### config.mk
export PLATFORM = sky130hd
export DESIGN_NAME = i2c_master_bit_sequencer_top_flat
export DESIGN_NICKNAME = d
export VERILOG_FILES = /design/src/hw/rtl/i2cms_pkg.sv /design/src/hw/rtl/i2cms_chan_if.sv /design/src/hw/rtl/i2c_master_bit_sequencer_top.sv /design/src/flat_wrapper.sv
export SDC_FILE = /design/constraint.sdc
export NUM_CORES = 1
export LEC_CHECK = 0
export BUFFER_PORTS_ARGS = -buffer_cell sky130_fd_sc_hd__buf_2
export CORE_MARGIN = 4
export CORE_UTILIZATION = 24
export CTS_CLUSTER_SIZE = 10
export DETAILED_ROUTE_END_ITERATION = 10
export GPL_TIMING_DRIVEN = 0
export HOLD_SLACK_MARGIN = 0.1
export SYNTH_ARGS = -nofsm -noshare
export SYNTH_HDL_FRONTEND = slang
export SYNTH_SLANG_ARGS = --single-unit
### constraint.sdc
create_clock -name clk -period 2.35 [get_ports clk]
set_input_delay 0.1175 -clock clk [delete_from_list [all_inputs] [get_ports clk]]
set_output_delay 0.1175 -clock clk [all_outputs]
set_load 0.005 [all_outputs]
### src/hw/rtl/i2cms_pkg.sv
// i2cms_pkg: shared types and codes for the i2c master bit sequencer
// no dependencies; used by the channel interface and the top level
`timescale 1ns / 1ps

package i2cms_pkg;

    typedef enum logic [1:0] {
        FUNC_START = 2'd0,
        FUNC_WRITE = 2'd1,
        FUNC_READ  = 2'd2,
        FUNC_STOP  = 2'd3
    } func_t;

    localparam int unsigned BITS_PER_BYTE = 8;

    typedef struct packed {
        logic       cmd_valid;
        logic [1:0] func;
        logic [7:0] data_byte;
        logic       last_byte;
        logic       sda_in;
    } in_item_t;

    typedef struct packed {
        logic       scl_out;
        logic       sda_drive_low;
        logic       busy_res;
        logic       done_res;
        logic [7:0] read_data;
        logic       ack_received;
    } out_item_t;

endpackage

### src/hw/rtl/i2cms_chan_if.sv
// i2cms_chan_if: valid/ready channel carrying one payload of type T
// depends on i2cms_pkg for the default payload type
`timescale 1ns / 1ps

interface i2cms_chan_if
    import i2cms_pkg::*;
#(
    parameter type T = in_item_t
);
    logic valid;
    logic ready;
    T     data;

    modport source (output valid, output data, input ready);
    modport sink   (input valid, input data, output ready);
endinterface

### src/hw/rtl/i2c_master_bit_sequencer_top.sv
// i2c_master_bit_sequencer_top: bit-banged i2c master sequencer
// depends on i2cms_pkg and i2cms_chan_if
`timescale 1ns / 1ps

// Each request on the item channel is one tick of bus time: it carries the
// sampled SDA level and, when cmd_valid is set, a command (start, write byte,
// read byte, stop) that is taken only while the sequencer is idle. Every
// request produces exactly one result holding the SCL level, the SDA pull-down,
// busy/done flags, the last read byte and the last write ack. The sequencer
// advances one step per request in a single pass of logic from the state
// registers into the result register, so a request is taken every clock cycle
// whenever the result register is empty or being drained in the same cycle;
// throughput is one tick per cycle. delay_ticks sets how many ticks each line
// level is held between edges (zero behaves as one); the user must write it
// through cfg_we/cfg_wdata only while no command is running; not enforced by the block.
module i2c_master_bit_sequencer_top
    import i2cms_pkg::*;
(
    input  logic                 clk,
    input  logic                 rst_n,
    input  logic                 cfg_we,
    input  logic [15:0]          cfg_wdata,
    i2cms_chan_if.sink           item,
    i2cms_chan_if.source         result
);

    typedef enum logic [3:0] {
        PH_IDLE = 4'd0,
        PH_ST1  = 4'd1,
        PH_ST2  = 4'd2,
        PH_SP1  = 4'd3,
        PH_SP2  = 4'd4,
        PH_WA   = 4'd5,
        PH_WB   = 4'd6,
        PH_WC   = 4'd7,
        PH_RA   = 4'd8,
        PH_RB   = 4'd9,
        PH_RC   = 4'd10
    } phase_t;

    // configuration
    logic [15:0] delay_ticks_reg;

    // sequencer state
    phase_t      phase_reg,        phase_next;
    logic [3:0]  bit_count_reg,    bit_count_next;
    logic [7:0]  shifter_reg,      shifter_next;
    logic [15:0] delay_count_reg,  delay_count_next;
    logic        scl_level_reg,    scl_level_next;
    logic        sda_level_reg,    sda_level_next;
    logic        ack_flag_reg,     ack_flag_next;
    logic        nack_pending_reg, nack_pending_next;
    logic [7:0]  rx_byte_reg,      rx_byte_next;

    // result register
    out_item_t   res_reg;
    logic        res_valid_reg;

    in_item_t    req;
    logic        accept;
    logic        done;
    logic [15:0] reload;   // delay_ticks - 1, with zero treated as one

    assign req          = item.data;
    // a request is taken when the result slot is free or drains this cycle
    assign item.ready   = !res_valid_reg || result.ready;
    assign accept       = item.valid && item.ready;
    assign result.valid = res_valid_reg;
    assign result.data  = res_reg;
    assign reload       = (delay_ticks_reg == 16'd0) ? 16'd0 : delay_ticks_reg - 16'd1;

    // one tick of the sequencer
    always_comb
    begin
        phase_next        = phase_reg;
        bit_count_next    = bit_count_reg;
        shifter_next      = shifter_reg;
        delay_count_next  = delay_count_reg;
        scl_level_next    = scl_level_reg;
        sda_level_next    = sda_level_reg;
        ack_flag_next     = ack_flag_reg;
        nack_pending_next = nack_pending_reg;
        rx_byte_next      = rx_byte_reg;
        done              = 1'b0;

        if (phase_reg == PH_IDLE || phase_reg > PH_RC)
        begin
            // idle: take a command if one is offered
            phase_next = PH_IDLE;
            if (req.cmd_valid)
            begin
                delay_count_next = reload;
                unique case (func_t'(req.func))
                    FUNC_START:
                    begin
                        phase_next     = PH_ST1;
                        scl_level_next = 1'b1;
                        sda_level_next = 1'b1;
                    end
                    FUNC_WRITE:
                    begin
                        shifter_next   = req.data_byte;
                        bit_count_next = 4'd0;
                        phase_next     = PH_WA;
                        scl_level_next = 1'b0;
                    end
                    FUNC_READ:
                    begin
                        shifter_next      = 8'h00;
                        bit_count_next    = 4'd0;
                        nack_pending_next = req.last_byte;
                        phase_next        = PH_RA;
                        scl_level_next    = 1'b0;
                    end
                    default:
                    begin
                        phase_next     = PH_SP1;
                        scl_level_next = 1'b0;
                        sda_level_next = 1'b0;
                    end
                endcase
            end
        end
        else if (delay_count_reg != 16'd0)
        begin
            delay_count_next = delay_count_reg - 16'd1;
        end
        else
        begin
            delay_count_next = reload;
            unique case (phase_reg)
                PH_ST1:
                begin
                    phase_next     = PH_ST2;
                    scl_level_next = 1'b1;
                    sda_level_next = 1'b0;
                end
                PH_ST2:
                begin
                    delay_count_next = delay_count_reg;
                    scl_level_next   = 1'b0;
                    phase_next       = PH_IDLE;
                    done             = 1'b1;
                end
                PH_SP1:
                begin
                    phase_next     = PH_SP2;
                    scl_level_next = 1'b1;
                    sda_level_next = 1'b0;
                end
                PH_SP2:
                begin
                    delay_count_next = delay_count_reg;
                    sda_level_next   = 1'b1;
                    phase_next       = PH_IDLE;
                    done             = 1'b1;
                end
                PH_WA:
                begin
                    phase_next     = PH_WB;
                    scl_level_next = 1'b0;
                    // data bits msb first, released for the ack clock
                    sda_level_next = (bit_count_reg < 4'(BITS_PER_BYTE)) ?
                                     shifter_reg[7] : 1'b1;
                end
                PH_WB:
                begin
                    phase_next     = PH_WC;
                    scl_level_next = 1'b1;
                end
                PH_WC:
                begin
                    if (bit_count_reg < 4'(BITS_PER_BYTE))
                        shifter_next = {shifter_reg[6:0], 1'b0};
                    else
                        ack_flag_next = req.sda_in;
                    bit_count_next = bit_count_reg + 4'd1;
                    if (bit_count_reg >= 4'(BITS_PER_BYTE))
                    begin
                        delay_count_next = delay_count_reg;
                        scl_level_next   = 1'b0;
                        phase_next       = PH_IDLE;
                        done             = 1'b1;
                    end
                    else
                    begin
                        phase_next     = PH_WA;
                        scl_level_next = 1'b0;
                    end
                end
                PH_RA:
                begin
                    phase_next     = PH_RB;
                    scl_level_next = 1'b0;
                    // release during data, ack or nack on the ack clock
                    sda_level_next = (bit_count_reg < 4'(BITS_PER_BYTE)) ?
                                     1'b1 : nack_pending_reg;
                end
                PH_RB:
                begin
                    phase_next     = PH_RC;
                    scl_level_next = 1'b1;
                end
                default:
                begin
                    // PH_RC: sample on leaving scl high
                    if (bit_count_reg < 4'(BITS_PER_BYTE))
                        shifter_next = {shifter_reg[6:0], req.sda_in};
                    bit_count_next = bit_count_reg + 4'd1;
                    if (bit_count_reg >= 4'(BITS_PER_BYTE))
                    begin
                        delay_count_next = delay_count_reg;
                        rx_byte_next     = shifter_reg;
                        scl_level_next   = 1'b0;
                        phase_next       = PH_IDLE;
                        done             = 1'b1;
                    end
                    else
                    begin
                        phase_next     = PH_RA;
                        scl_level_next = 1'b0;
                    end
                end
            endcase
        end
    end

    always_ff @(posedge clk or negedge rst_n)
    begin
        if (!rst_n)
        begin
            delay_ticks_reg  <= 16'd1;
            phase_reg        <= PH_IDLE;
            bit_count_reg    <= 4'd0;
            shifter_reg      <= 8'h00;
            delay_count_reg  <= 16'd0;
            scl_level_reg    <= 1'b1;
            sda_level_reg    <= 1'b1;
            ack_flag_reg     <= 1'b0;
            nack_pending_reg <= 1'b0;
            rx_byte_reg      <= 8'h00;
            res_valid_reg    <= 1'b0;
            res_reg          <= '0;
        end
        else
        begin
            if (cfg_we)
                delay_ticks_reg <= cfg_wdata;

            if (accept)
            begin
                phase_reg        <= phase_next;
                bit_count_reg    <= bit_count_next;
                shifter_reg      <= shifter_next;
                delay_count_reg  <= delay_count_next;
                scl_level_reg    <= scl_level_next;
                sda_level_reg    <= sda_level_next;
                ack_flag_reg     <= ack_flag_next;
                nack_pending_reg <= nack_pending_next;
                rx_byte_reg      <= rx_byte_next;
                res_valid_reg    <= 1'b1;

                // result payload for this tick
                res_reg.scl_out       <= scl_level_next;
                res_reg.sda_drive_low <= !sda_level_next;
                res_reg.busy_res      <= (phase_next != PH_IDLE);
                res_reg.done_res      <= done;
                res_reg.read_data     <= rx_byte_next;
                res_reg.ack_received  <= ack_flag_next;
            end
            else if (result.ready)
            begin
                res_valid_reg <= 1'b0;
            end
        end
    end

endmodule

### src/flat_wrapper.sv
// flat-port wrapper written by rule: the top's interface ports become plain ports
module i2c_master_bit_sequencer_top_flat import i2cms_pkg::*;
  (clk, rst_n, cfg_we, cfg_wdata, item_valid, item_data, item_ready, result_valid, result_data, result_ready);
  i2cms_chan_if #(.T(in_item_t)) item_i ();
  i2cms_chan_if #(.T(out_item_t)) result_i ();
  input  logic clk;
  input  logic rst_n;
  input  logic cfg_we;
  input  logic [15:0] cfg_wdata;
  input wire logic [$bits(item_i.valid)-1:0] item_valid;
  input wire logic [$bits(item_i.data)-1:0] item_data;
  output wire logic [$bits(item_i.ready)-1:0] item_ready;
  output wire logic [$bits(result_i.valid)-1:0] result_valid;
  output wire logic [$bits(result_i.data)-1:0] result_data;
  input wire logic [$bits(result_i.ready)-1:0] result_ready;
  assign item_i.valid = item_valid;
  assign item_i.data = item_data;
  assign item_ready = item_i.ready;
  assign result_valid = result_i.valid;
  assign result_data = result_i.data;
  assign result_i.ready = result_ready;
  i2c_master_bit_sequencer_top u_core (.clk(clk), .rst_n(rst_n), .cfg_we(cfg_we), .cfg_wdata(cfg_wdata), .item(item_i), .result(result_i));
endmodule
Yosys cells after proc, flatten, opt, wreduce, memory -nomap -nowiden

Cells that the tools add are included.

Bits in registers: 65
Input port bits: 34
Output and inout bits: 15
Word-level logic and storage cells: 111

Add/subtract/negate cells: 3
$lt $le $gt $ge: 3
Eq/ne operators: 18
Muxes and demuxes: 43
Bitwise operators: 4
Reductions and logical operators: 25

Operators with widths:

| cell                                                                 | count |
|---|---|
| 16-bit two-way mux                                                   | 5 |
| 8-bit two-way mux                                                    | 5 |
| 4-bit two-way mux                                                    | 9 |
| 16-bit one-hot mux with 2 select lines                               | 1 |
| 4-bit one-hot mux with 8 select lines                                | 1 |
| 8-bit one-hot mux with 2 select lines                                | 2 |
| 16-bit by 1-bit subtractor with 16-bit output, second input constant | 2 |
| 4-bit by 3-bit == test with 1-bit output, second input constant      | 4 |
| 16-bit logical NOT                                                   | 1 |
| 16-bit nonzero test                                                  | 1 |
| 5-bit AND reduction                                                  | 3 |
| 1-bit two-way mux                                                    | 14 |
| 4-bit one-hot mux with 3 select lines                                | 1 |
| 9-bit OR reduction                                                   | 1 |
| 4-bit by 2-bit == test with 1-bit output, second input constant      | 2 |
| 4-bit == test, second input constant                                 | 2 |
| 4-bit AND reduction                                                  | 2 |
| 8-bit OR reduction                                                   | 1 |
| 1-bit one-hot mux with 2 select lines                                | 3 |
| 6-bit AND reduction                                                  | 1 |
| 2-bit OR reduction                                                   | 3 |
| 6-bit OR reduction                                                   | 1 |
| 4-bit by 1-bit adder with 4-bit output, second input constant        | 1 |
| 4-bit by 1-bit == test with 1-bit output, second input constant      | 1 |
| 21 further kinds                                                     | 29 |

Longest topological paths before layout

Gate-level depths: netlist of the first run.

Word-level depth: 6
Depth in mapped cells: 10
Gate-level depth less buffers: 8

Least setup slack after synthesis of the first run

OpenSTA, ideal clock, no wires.

Path kind: reg-to-reg
Start: register u_core.delay_count_reg[0]
End: register u_core.rx_byte_reg[0]
Library setup time: 125 ps
Arrival: 2220 ps
Data required time: 2225 ps
Path slack: 5 ps
Stages on the path, launching flop included: 8
Path buffers: 1
Clock period less this slack: 2345 ps
Cell sequence: dfrtp_1 > inv_1 > ha_1 > buf_2 > nor4b_1 > nand4_2 > nor4_4 > mux2_2

Longest elaborated chain between the ends: 3

Ends and longest elaborated chain:

| what                                 | line                                | source |
|---|---|---|
| start, declared                      | i2c_master_bit_sequencer_top.sv:48  | `logic [15:0] delay_count_reg, delay_count_next;` |
| start signal, assigned               | i2c_master_bit_sequencer_top.sv:255 | `delay_count_reg <= delay_count_next;` |
| 16-bit nonzero test                  | i2c_master_bit_sequencer_top.sv:124 | `else if (delay_count_reg != 16'd0)` |
| 1-bit NOT (no source line)           | n/a                                 |  |
| 5-bit AND reduction (no source line) | n/a                                 |  |
| end signal, assigned                 | i2c_master_bit_sequencer_top.sv:260 | `rx_byte_reg <= rx_byte_next;` |
| end, declared                        | i2c_master_bit_sequencer_top.sv:53  | `logic [7:0] rx_byte_reg, rx_byte_next;` |

No other way between the ends.
A chain may end at the register's enable or synchronous reset.

Worst setup path after layout of the first run

Start: register u_core.delay_count_reg[0]
End: register u_core.rx_byte_reg[5]

The elaborated chain is that of the path after synthesis.

==> run summary, run 1 <==
Clock latency on the worst-skew pair, taken at its later pin, is 0.34 ns. The mean routed wirelength per cell was 14.7 µm; the relative max-transition margin was 0.420. The run gives 62 as the number of different library cells in the post-synthesis netlist. The logs give 49 for the I/O pin count and 0.877 for the final weighted congestion of routability-driven global placement. The power density over cell area is 939 nW/µm², and the worst hold slack after final layout is 0.119 ns.

Number of synthesized flops with an enable pin: 0. The pre-antenna-repair detailed-routing pass consisted of 4 iterations. During synthesis, Yosys emitted a total of 0 warnings. The first global-routing pass estimated 17.8 mm of wire.

At the pin with the least slew margin, the transition time is 0.870 ns. In this run the clock root is driven by a clkbuf_16. Buffers inserted during clock tree synthesis total 9.

The class of the most critical hold timing path was input pin to flip-flop. Across the routed clock network, the largest skew measured is 0.00605 ns. The run gives 0.419 as the sequential cell area fraction in the yosys report. The run gives 2.57 ns as the required arrival time at the worst endpoint. The run gives 1657 as the number of inserted filler cells in the final layout. The logs give 0.188 for the met2 routing resource usage after global routing and 66 for the largest net degree at the start of global routing. The sequential cell fraction of total power is 0.347, and the final layout net count is 552.

Counting I/O delays and the setup requirement, the final critical path takes 2.26 ns. The highest net fanout along the worst path was 9; the worst endpoint data arrival time was 2.48 ns. Commonest register cell after synthesis: dfrtp_1. The flip-flop and latch count after synthesis is 65. The number of buffers inserted by port buffering was 46; the upper clock frequency limit was 0.442 GHz.

Summing over every cut layer, the via total after detailed routing is 3599. Across the run, the number of max-cap violations was 0. The run gives 0 as the post-detailed-route count of antenna-violating nets.

In this run, the number of DRC markers left after iteration 0 of detailed routing was 332. The tools report the CTS H-tree depth as 3. In this run the cell area of the synthesized design comes to 3890 µm². Counting every net in the synthesized netlist gives 461. The number of vias per cell after detailed routing is 4.93, and the number of antenna cells inserted is 0. The fraction of power consumed by combinational cells is 0.373, and the clock transition at the registers of the reported paths is 0.06 ns. The area share of the largest cell type after synthesis is 0.399.

Detailed placement finished with a half-perimeter wire length of 7.39 mm. The portion of the clock cycle consumed by the worst path in the final layout came out at 0.963. Once placement completed, the tool counted placed cells totaling 680. The starting density of the core is 0.245, and the height of the die is 135 µm. Summed over all cells, the static leakage comes to 2.13 nW. The net switching share of the total power was 0.384; the number of global-route vias before repair was 3575.

Max-slew violation count: 0. STA classifies the critical path startpoint as a flip-flop. Setup violations remaining at the end of the flow were counted as 0.

The post-route DRC violation count was 0. The internal portion of the total power is 2.98 mW. The clock network fraction of total power was 0.280; the share of layout cells above drive strength 1 was 0.282. The clock passes through at most 2 buffers.

By area the synthesized netlist is led by dfrtp_1 (40%), mux2_2 (7.8%), o21ai_0 (4.9%). Setup repair after global routing could not meet its margin everywhere. Summing all non-filler instances in the final layout gives an area of 5150 µm². Row generation in the floorplan step produced 46 rows. The run finished with clean final reports. The cell count after synthesis came out at 418. The core footprint was 15900 µm²; the fraction of registers with async set or reset after synthesis was 1.00. The dominant cell type by area after synthesis was dfrtp_1. The footprint of the flip-flops and latches was 1630 µm². For the combined area of the multi-input logic cells, the log shows 2220 µm². Excluding fillers, the count of instances in the completed layout stands at 730. The horizontal die dimension works out to 135 µm. The mean instance size in the synthesized netlist is 9.31 µm², and the fraction of met3 tracks used by global routing is 0.0342. The design draws 4.83 mW. The signed area change from the synthesized netlist to the final layout came out at 32.3%.

The worst-case IR drop observed on VDD is 0.000432 V. Total congestion overflow: 0. In this run the power spent charging and discharging nets is 1.86 mW.

The worst setup path is captured at a flip-flop. The global routing met1 resource utilization is 0.161, and the total routing usage reported by global routing is 0.120. The run gives 0 as the total count of hold-check failures in the final report. The logs give 0.324 for the final design utilization and 18300 µm² for the area enclosed by the die boundary. The tools report the initial antenna violation count as 0. Global routing's busiest layer: met2. For this block, the routed nets add up to 10.8 mm of wire. TritonCTS built the clock tree. The tree built by TritonCTS fans out to 65 sinks. The critical path is of the flip-flop to flip-flop type. The cell area after placement is 4390 µm².
## cells by family (layout without fill, tap and decap cells)
kind of cell,Yosys count,in the layout,share of synthesized area
simple gates,141,141,0.202
compound gates,121,121,0.196
flops,65,65,0.419
buf+inv,41,137,0.0434
mux,30,30,0.0859
xor+xnor,11,11,0.0248
fa+ha+maj,9,9,0.0289
## per-stage QoR
| step | setup TNS [ns] | worst slack [ns] |
|---|---|---|
| after detailed placement | -12.61 | -0.469 |
| after CTS | -0.00920 | -0.00920 |
| after global placement | -9.09 | -0.369 |
| after global routing | -0.0740 | -0.0298 |
| after floorplan | 0 | 0.00518 |
| final | 0 | 0.0863 |
## synth_stat cells (6+ instances only)
master,instances
o22ai_1,6
nor4_1,6
inv_1,16
mux2_2,27
nor3b_1,10
clkbuf_1,15
a22o_1,7
a31oi_1,7
dfrtp_1,62
o21ai_0,38
xnor2_1,6
ha_1,9
nor2_1,27
buf_2,6
nor3_1,12
nand2_1,46
a21oi_1,31
## path summary, 6_finish.rpt
path	start	end	slack, ns	depth (start not counted)
hold / removal	result_ready	u_core.result.valid	0.12	3
min in group asynchronous	rst_n	u_core.result.valid	0.45	2
hold reg to reg	u_core.result.data[9]	u_core.result.data[9]	0.48	2
max in group asynchronous	rst_n	u_core.delay_ticks_reg[8]	1.34	2
setup reg to reg	u_core.delay_count_reg[0]	u_core.rx_byte_reg[5]	0.09	9
setup / recovery	u_core.delay_count_reg[0]	u_core.rx_byte_reg[5]	0.09	9
## layout make-up
type / count / share of cell area
sequential: 65 / 0.317
buffer: 24 / 0.0238
tap: 216 / 0.0525
timing repair buffer: 81 / 0.107
clock inverter: 5 / 0.0107
multi-input combinational: 312 / 0.431
clock buffer: 11 / 0.0472
inverter: 16 / 0.0117
## cell usage in the layout (no fill, tap or decap), types with 11 or more instances in the layout
master         Yosys  final
a21oi_1           31     30
buf_2              6     50
buf_4              2     18
clkbuf_1          15     11
dfrtp_1           62     62
dlygate4sd3_1      0     20
inv_1             16     16
mux2_2            27     27
nand2_1           46     44
nor2_1            27     27
nor3_1            12     11
o21ai_0           38     36
## routing by layer
layer  routed length [µm]  part of all wire
met2                 4910              0.46
met3                  744             0.069
met5                    0                 0
met1                 4980              0.46
met4                  114             0.011
## timing repair
action	CTS	global route
setup endpoints to repair	38	34
pin swaps	3	4
gates resized for setup	16	22
endpoints found under the hold margin	81	0
hold buffers	20	0
setup buffers	8	7
## worst max-delay path, stage by stage (launching register included)
cell and delay, ns:
dfrtp_1 0.42, inv_1 0.08, ha_1 0.15, buf_4 0.16
nor4b_4 0.27, nand4_4 0.21, buf_6 0.19, nor4_4 0.15
buf_4 0.20, mux2_2 0.33
## power groups by stage
stage | combinational, mW | clock, mW | sequential, mW
6_report | 1.80 | 1.36 | 1.68
5_1_grt | 2.00 | 1.44 | 1.72
4_1_cts | 1.68 | 1.39 | 1.66
3_5_place_dp | 1.58 | 0 | 1.66
3_3_place_gp | 1.54 | 0 | 1.65
2_1_floorplan | 1.17 | 0 | 1.60
(Power assumes the default switching activity.)
==> run 2: changes to the inputs <==
--- a/config.mk
+++ b/config.mk
@@ -6,12 +6,14 @@
 export NUM_CORES = 1
 export LEC_CHECK = 0
 export BUFFER_PORTS_ARGS = -buffer_cell sky130_fd_sc_hd__buf_2
+export CAP_MARGIN = 20
 export CORE_MARGIN = 4
-export CORE_UTILIZATION = 24
+export CORE_UTILIZATION = 53
 export CTS_CLUSTER_SIZE = 10
 export DETAILED_ROUTE_END_ITERATION = 10
 export GPL_TIMING_DRIVEN = 0
 export HOLD_SLACK_MARGIN = 0.1
+export PLACE_DENSITY = 0.77
 export SYNTH_ARGS = -nofsm -noshare
 export SYNTH_HDL_FRONTEND = slang
 export SYNTH_SLANG_ARGS = --single-unit
==> run 2 against run 1 <==
Count of clock-buffer cells in the layout down 2; die area down 52%; largest power group unchanged; critical path depth unchanged; sequential cell count unchanged; sequential share of layout area up 1.6 points; via count up 0.72%; fmax up 1.6%; combinational power about the same; global-route usage up 11 points; routed wire length down 5.5%; power down 6.5%; final cell count down 17%; critical path type unchanged.
==> run summary, run 2 (synthesized netlist as in run 1, its figures left out) <==
Worst flop-to-flop path endpoint: u_core.rx_byte_reg[2] (was u_core.rx_byte_reg[5]). The run finished with clean final reports. For the static leakage, the log shows 2.09 nW (was 2.13 nW). The total count of hold-check failures in the final report came out at 0 (unchanged). The number of cells traversed by the worst register-to-register path was 9 (unchanged); the final total negative setup slack was 0 ns (unchanged). The number of maximum-capacitance constraint violations is 0 (unchanged), and the CTS H-tree depth is 3 (unchanged). The post-detailed-route count of antenna-violating nets was 0 (unchanged); the cell total after placement was 560 (was 680). The post-place setup slack is -0.445 ns (was -0.469 ns). Buffer cell driving the clock tree root: clkbuf_8 (was clkbuf_16). The height of the die works out to 93.7 µm (was 135 µm). The startpoint of the lowest-slack hold path was item_data[9] (was result_ready). The logs give 3625 (was 3599) for the via count of the routed design and 0 (unchanged) for the setup violation total in the final timing report.

The tools report the total wirelength of the detailed-routed design as 10.2 mm (was 10.8 mm). Class of the most critical setup path: flip-flop to flip-flop (unchanged). The I/O pin count was 49 (unchanged). The number of vias per cell after detailed routing was 5.96 (was 4.93); the slack of the worst reg-to-reg path was 0.12 ns (was 0.09 ns). The upper clock frequency limit came out at 0.449 GHz (was 0.442 GHz). The number of inserted filler cells in the final layout is 521 (was 1657). The footprint of the flip-flops and latches is 1630 µm² (unchanged), and the clock transition at the registers of the reported paths is 0.08 ns (was 0.06 ns). The tools report the clock insertion delay at the later pin of the skew report as 0.35 ns (was 0.34 ns). The largest net degree at the start of global routing came out at 66 (unchanged). The class of the most critical hold timing path was input pin to flip-flop (unchanged). The final clock skew was 0.00999 ns (was 0.00605 ns). Startpoint of the most critical register-to-register path: u_core.delay_count_reg[1] (was u_core.delay_count_reg[0]). The required arrival time at the worst endpoint was 2.59 ns (was 2.57 ns); the mean routed wirelength per cell was 16.7 µm (was 14.7 µm). The run gives 4.52 mW (was 4.83 mW) as the power after layout.

The tools report the endpoint class of the critical path as a flip-flop (unchanged). The horizontal die dimension came out at 93.7 µm (was 135 µm). TritonCTS built the clock tree. Number of buffers inserted by port buffering: 46 (unchanged). The count of placed standard cells in the final layout, fillers left out was 608 (was 730).

The kind of launch point of the worst setup path is a flip-flop (unchanged). The power density over cell area is 921 nW/µm² (was 939 nW/µm²). Global routing's busiest layer: met2 (unchanged).

The highest net fanout along the worst path was 9 (unchanged). The run gives 0 (unchanged) as the number of antenna cells inserted. The signed area change from the synthesized netlist to the final layout works out to 26.1% (was 32.3%). Most common library cell in the layout ignoring fill and taps: dfrtp_1 (unchanged). The run gives 0 (unchanged) as the initial antenna violation count. Most frequent cells in the layout: dfrtp_1 (62), buf_2 (48), nand2_1 (46) (was dfrtp_1 (62), buf_2 (50), nand2_1 (44)). The run gives 2 (unchanged) as the maximum number of buffers from clock root to sink. The transition time of the tightest slew-check pin was 0.809 ns (was 0.870 ns); the cell depth of the worst hold path was 4 (was 3).

The estimated wirelength of the detail-placed design is 6.66 mm (was 7.39 mm), and the detailed-routing iteration count for the pre-antenna-repair pass is 5 (was 4). The time the final worst path needs with I/O delays and setup is 2.23 ns (was 2.26 ns). The combined area of the multi-input logic cells is 2200 µm² (was 2220 µm²), and the number of buffers created by CTS is 9 (unchanged).

Worst-case hold path end point: u_core.shifter_reg[7] (was u_core.result.valid). The count of standard-cell rows was 30 (was 46). For the fraction of met3 tracks used by global routing, the log shows 0.0377 (was 0.0342). The final weighted congestion of routability-driven global placement was 0.857 (was 0.877); the core footprint was 6940 µm² (was 15900 µm²). The final setup slack of the worst path was 0.121 ns (was 0.0863 ns); the final layout net count was 550 (was 552). The max-slew violation count was 0 (unchanged).

The total congestion overflow was 0 (unchanged); the worst endpoint data arrival time was 2.47 ns (was 2.48 ns). Global-route wire length before repair: 16.3 mm (was 17.8 mm). The post-route DRC violation count was 0 (unchanged); the met2 routing resource usage after global routing was 0.386 (was 0.188). The starting density of the core was 0.560 (was 0.245).

The logs give 0.235 (was 0.120) for the total routing usage reported by global routing and 0.460 (was 0.420) for the relative max-transition margin. The tools report the count of routing violations after the opening detailed-route iteration as 276 (was 332). Portion of the clock cycle consumed by the worst path in the final layout: 0.948 (was 0.963). The logs give 0.302 (was 0.161) for the global routing met1 resource utilization and 65 (unchanged) for the clock sink count. For the area enclosed by the die boundary, the log shows 8770 µm² (was 18300 µm²). The maximum VDD drop is 0.000500 V (was 0.000432 V), and the share of layout cells above drive strength 1 is 0.268 (was 0.282). The run gives 3445 (was 3575) as the number of global-route vias before repair.
==> run 2: changes by cell type in the layout (fill, tap and decap cells not counted), sizes merged <==
cell         change
bufinv           +1
clkinv           +2
clkinvlp         -1
buf              -3
dlygate4sd3      +1
clkbuf           -2
==> run 2: layout make-up <==
type                    instances  share of cell area
flip-flops and latches         65               0.332
well taps                      96              0.0245
multi-input cells             312               0.449
repair buffers                 78               0.109
inverters                      16              0.0122
plain buffers                  25              0.0286
clock inverters                 7              0.0194
clock buffers                   9              0.0252
==> run 2: worst max-delay path by stage <==
| stage | slack, ns | end | startpoint |
|---|---|---|---|
| after floorplan | 0.005 | u_core.rx_byte_reg[0] | u_core.delay_count_reg[0] |
| after global placement | -0.35 | u_core.delay_count_reg[6] | u_core.delay_count_reg[0] |
| after detailed placement | -0.44 | u_core.delay_count_reg[6] | u_core.delay_count_reg[0] |
| after CTS | 0.001 | u_core.delay_count_reg[6] | u_core.delay_count_reg[0] |
| after global routing | -0.0005 | u_core.rx_byte_reg[2] | u_core.delay_count_reg[1] |
| final | 0.12 | u_core.rx_byte_reg[2] | u_core.delay_count_reg[1] |
==> run 2: what timing repair did <==
action,in CTS,in global routing
gates cloned,0,0
pin swaps,2,6
hold buffers,21,0
gates resized for setup,14,26
endpoints found under the hold margin,81,0
endpoints found under the setup margin,37,34
buffers inserted,2,9
==> run 2: critical path, stage by stage, from the launching register on <==
cell and delay (ns):
dfrtp_1 0.39, inv_1 0.08, ha_1 0.15, buf_6 0.13, nor4b_4 0.23, nand4_2 0.14
buf_6 0.19, nor4_4 0.29, buf_6 0.18, mux2_2 0.33
==> run 2: power by group <==
part / switching [mW] / internal (mW)
clock: 0.462 / 0.597
combinational: 1.03 / 0.754
sequential: 0.305 / 1.37
total: 1.80 / 2.72
==> run 2: stage by stage <==
step	hold WS (ns)	util	cell area, µm²
4_1_cts	0.189	0.684	4750
6_report	0.205	0.707	4910
2_1_floorplan	-0.178	-	3890
5_1_grt	0.247	0.707	4910
3_3_place_gp	0.332	0.611	4240
3_5_place_dp	0.268	0.611	4240
==> run 2: layer usage <==
layer	part of all wire	up-vias	wire, µm
li1	-	1706	-
met1	0.43	1746	4320
met2	0.49	144	5020
met3	0.053	29	542
met4	0.027	0	271
met5	0	-	0
==> run 3: changes to the inputs <==
--- a/config.mk
+++ b/config.mk
@@ -13,6 +13,7 @@
 export DETAILED_ROUTE_END_ITERATION = 10
 export GPL_TIMING_DRIVEN = 0
 export HOLD_SLACK_MARGIN = 0.1
+export MAX_ROUTING_LAYER = met4
 export PLACE_DENSITY = 0.77
 export SYNTH_ARGS = -nofsm -noshare
 export SYNTH_HDL_FRONTEND = slang
==> run 3 against run 2 <==
Power is 7.1% higher; first-iteration DRC count decreased by 0.36%; die area unchanged; setup slack got worse by 0.077 ns; register-to-register slack got worse by 0.08 ns.
==> run summary, run 3 (synthesized netlist as in run 1, its figures left out) <==
The mean routed wirelength per cell is 17.2 µm (was 16.7 µm), and the number of cells traversed by the worst register-to-register path is 7 (was 9). The clock transition at the registers of the reported paths is 0.08 ns (about the same), and the starting density of the core is 0.560 (unchanged). The portion of the clock cycle consumed by the worst path in the final layout was 0.981 (was 0.948). The tools report the relative max-transition margin as 0.449 (was 0.460).

The worst flop-to-flop path endpoint was u_core.result.data[10] (was u_core.rx_byte_reg[2]). The max-slew violation count was 0 (unchanged); the horizontal die dimension was 93.7 µm (unchanged). The logs give 3691 (was 3625) for the via count of the routed design and 2.56 ns (was 2.59 ns) for the required arrival time at the worst endpoint. The run gives 0 (unchanged) as the setup violation total in the final timing report. For the estimated wirelength of the detail-placed design, the log shows 6.96 mm (was 6.66 mm). The largest stage delay on the critical path works out to 0.49 ns (was 0.39 ns). The slowest cell on the critical path was dfrtp_1 (unchanged). The logs give 66 (unchanged) for the largest net degree at the start of global routing and 16.9 mm (was 16.3 mm) for the global-route wire length before repair.

The tools report the endpoint class of the critical path as a flip-flop (unchanged). TritonCTS built the clock tree. The tools report the cell area after placement as 4240 µm² (unchanged).

The startpoint of the lowest-slack hold path was item_data[7] (was item_data[9]). The CTS H-tree depth is 3 (unchanged). The class of the most critical hold timing path is input pin to flip-flop (unchanged). The tools report the worst-case hold path end point as u_core.shifter_reg[5] (was u_core.shifter_reg[7]). The slack of the worst reg-to-reg path was 0.04 ns (was 0.12 ns).

The signed area change from the synthesized netlist to the final layout works out to 29.6% (was 26.1%). The core footprint was 6940 µm² (unchanged). Global routing's busiest layer: met2 (unchanged). The worst hold slack after final layout was 0.193 ns (was 0.205 ns). The count of placed standard cells in the final layout, fillers left out was 616 (was 608). Buffer cell driving the clock tree root: clkbuf_8 (unchanged). The area enclosed by the die boundary was 8770 µm² (unchanged); the total congestion overflow was 0 (unchanged). The cell total after placement is 560 (unchanged).

The startpoint of the most critical register-to-register path is u_core.delay_count_reg[7] (was u_core.delay_count_reg[1]). The number of buffers created by CTS is 9 (unchanged). The kind of launch point of the worst setup path was a flip-flop (unchanged).

Ordered list of cells on the worst path: nor4_4, nand4b_1, buf_4, nor2_4, o21ai_0, a221oi_2, a41oi_1 (was inv_1, ha_1, buf_6, nor4b_4, nand4_2, buf_6, nor4_4, buf_6, mux2_2). The clock insertion delay at the later pin of the skew report was 0.34 ns (was 0.35 ns). The area of all placed cells without fillers was 5040 µm² (was 4910 µm²).

The run gives 49 (unchanged) as the I/O pin count. The logs give 528 (was 521) for the number of inserted filler cells in the final layout and 0 (unchanged) for the total count of hold-check failures in the final report. The run gives 5 (unchanged) as the detailed-routing iteration count for the pre-antenna-repair pass. Most frequent cells in the layout: dfrtp_1 (62), buf_2 (49), nand2_1 (46) (was dfrtp_1 (62), buf_2 (48), nand2_1 (46)).

The total routing usage reported by global routing is 0.248 (was 0.235). The number of maximum-capacitance constraint violations was 0 (unchanged); the number of vias per cell after detailed routing was 5.99 (was 5.96). The worst endpoint data arrival time was 2.51 ns (was 2.47 ns); the power density over cell area was 960 nW/µm² (was 921 nW/µm²). The fraction of met3 tracks used by global routing was 0.0304 (was 0.0377). The height of the die was 93.7 µm (unchanged); the total wirelength of the detailed-routed design was 10.6 mm (was 10.2 mm). The transition time of the tightest slew-check pin is 0.827 ns (was 0.809 ns), and the final weighted congestion of routability-driven global placement is 0.868 (was 0.857).

Class of the most critical setup path: flip-flop to flip-flop (unchanged). The highest net fanout along the worst path was 7 (was 9). The global routing met1 resource utilization is 0.304 (was 0.302). Cell depth of the worst hold path: 4 (unchanged). The run gives 0.417 (was 0.386) as the met2 routing resource usage after global routing. The run gives 0 (unchanged) as the post-route DRC violation count. For the number of global-route vias before repair, the log shows 3587 (was 3445). The number of buffers inserted by port buffering works out to 46 (unchanged). The tools report the static leakage as 2.17 nW (was 2.09 nW).

The count of routing violations after the opening detailed-route iteration is 275 (was 276), and the clock sink count is 65 (unchanged). The final total negative setup slack is 0 ns (unchanged), and the number of antenna cells inserted is 0 (unchanged). The maximum VDD drop was 0.000620 V (was 0.000500 V); the post-detailed-route count of antenna-violating nets was 0 (unchanged).

The upper clock frequency limit is 0.434 GHz (was 0.449 GHz), and the share of layout cells above drive strength 1 is 0.288 (was 0.268). The time the final worst path needs with I/O delays and setup is 2.31 ns (was 2.23 ns). The maximum number of buffers from clock root to sink was 2 (unchanged); the final layout net count was 558 (was 550).

The run finished with clean final reports. The tools report the count of standard-cell rows as 30 (unchanged). Final clock skew: 0.0118 ns (was 0.00999 ns).

The tools report the initial antenna violation count as 0 (unchanged). The most common library cell in the layout ignoring fill and taps is dfrtp_1 (unchanged).
[run 3: layout make-up]
class | instances | area (µm²) | area share
multi-input cells | 312 | 2220 | 0.440
flip-flops and latches | 65 | 1630 | 0.323
repair buffers | 86 | 609 | 0.121
clock inverters | 7 | 143 | 0.0283
plain buffers | 25 | 135 | 0.0268
clock buffers | 9 | 124 | 0.0246
well taps | 96 | 120 | 0.0238
inverters | 16 | 60.1 | 0.0119
[run 3: routing by layer]
metal  wire length, µm  part of all wire  vias to the layer above
met4               269             0.025                        0
met5                 0                 0                        -
li1                  -                 -                     1730
met3               557             0.053                       30
met1              4410              0.42                     1783
met2              5350              0.51                      148
[run 3: how the worst max path moves through the flow]
| stage | to | cells past startpoint | start | slack (ns) |
|---|---|---|---|---|
| after floorplan | u_core.rx_byte_reg[0] | 7 | u_core.delay_count_reg[0] | 0.005 |
| after global placement | u_core.delay_count_reg[6] | 10 | u_core.delay_count_reg[0] | -0.35 |
| after detailed placement | u_core.delay_count_reg[6] | 10 | u_core.delay_count_reg[0] | -0.45 |
| after CTS | u_core.delay_count_reg[5] | 10 | u_core.delay_count_reg[0] | 0.004 |
| after global routing | u_core.result.data[10] | 7 | u_core.delay_count_reg[7] | -0.06 |
| final | u_core.result.data[10] | 7 | u_core.delay_count_reg[7] | 0.04 |
[run 3: worst max-delay path, delay by kind of cell, from the launching register on]
family	cells	cell delay, ns
AO/OA/AOI/OAI	3	0.57
buffers and inverters	1	0.24
flip-flops	1	0.49
AND/OR/NAND/NOR	3	0.87
[run 3: report_power, final]
part | switching, mW | total, mW | internal (mW)
registers | 0.315 | 1.68 | 1.37
clock network | 0.464 | 1.28 | 0.814
logic | 1.07 | 1.88 | 0.804
total | 1.85 | 4.84 | 2.99
[run 3: stage by stage]
step | total power, mW | worst slack, ns | util
after floorplan | 2.76 | 0.00518 | -
after global placement | 3.16 | -0.347 | 0.611
after detailed placement | 3.23 | -0.451 | 0.611
after CTS | 4.60 | 0.00397 | 0.699
after global routing | 5.10 | -0.0610 | 0.726
final | 4.84 | 0.0442 | 0.726
[run 3: repair_timing]
| action | 4_1_cts | 5_1_grt |
|---|---|---|
| resized for setup | 15 | 33 |
| endpoints found under the setup margin | 37 | 38 |
| buffers inserted | 8 | 11 |
| pin swaps | 3 | 8 |
| hold endpoints to repair | 81 | 0 |
| hold buffers | 21 | 0 |
| gates cloned | 0 | 0 |
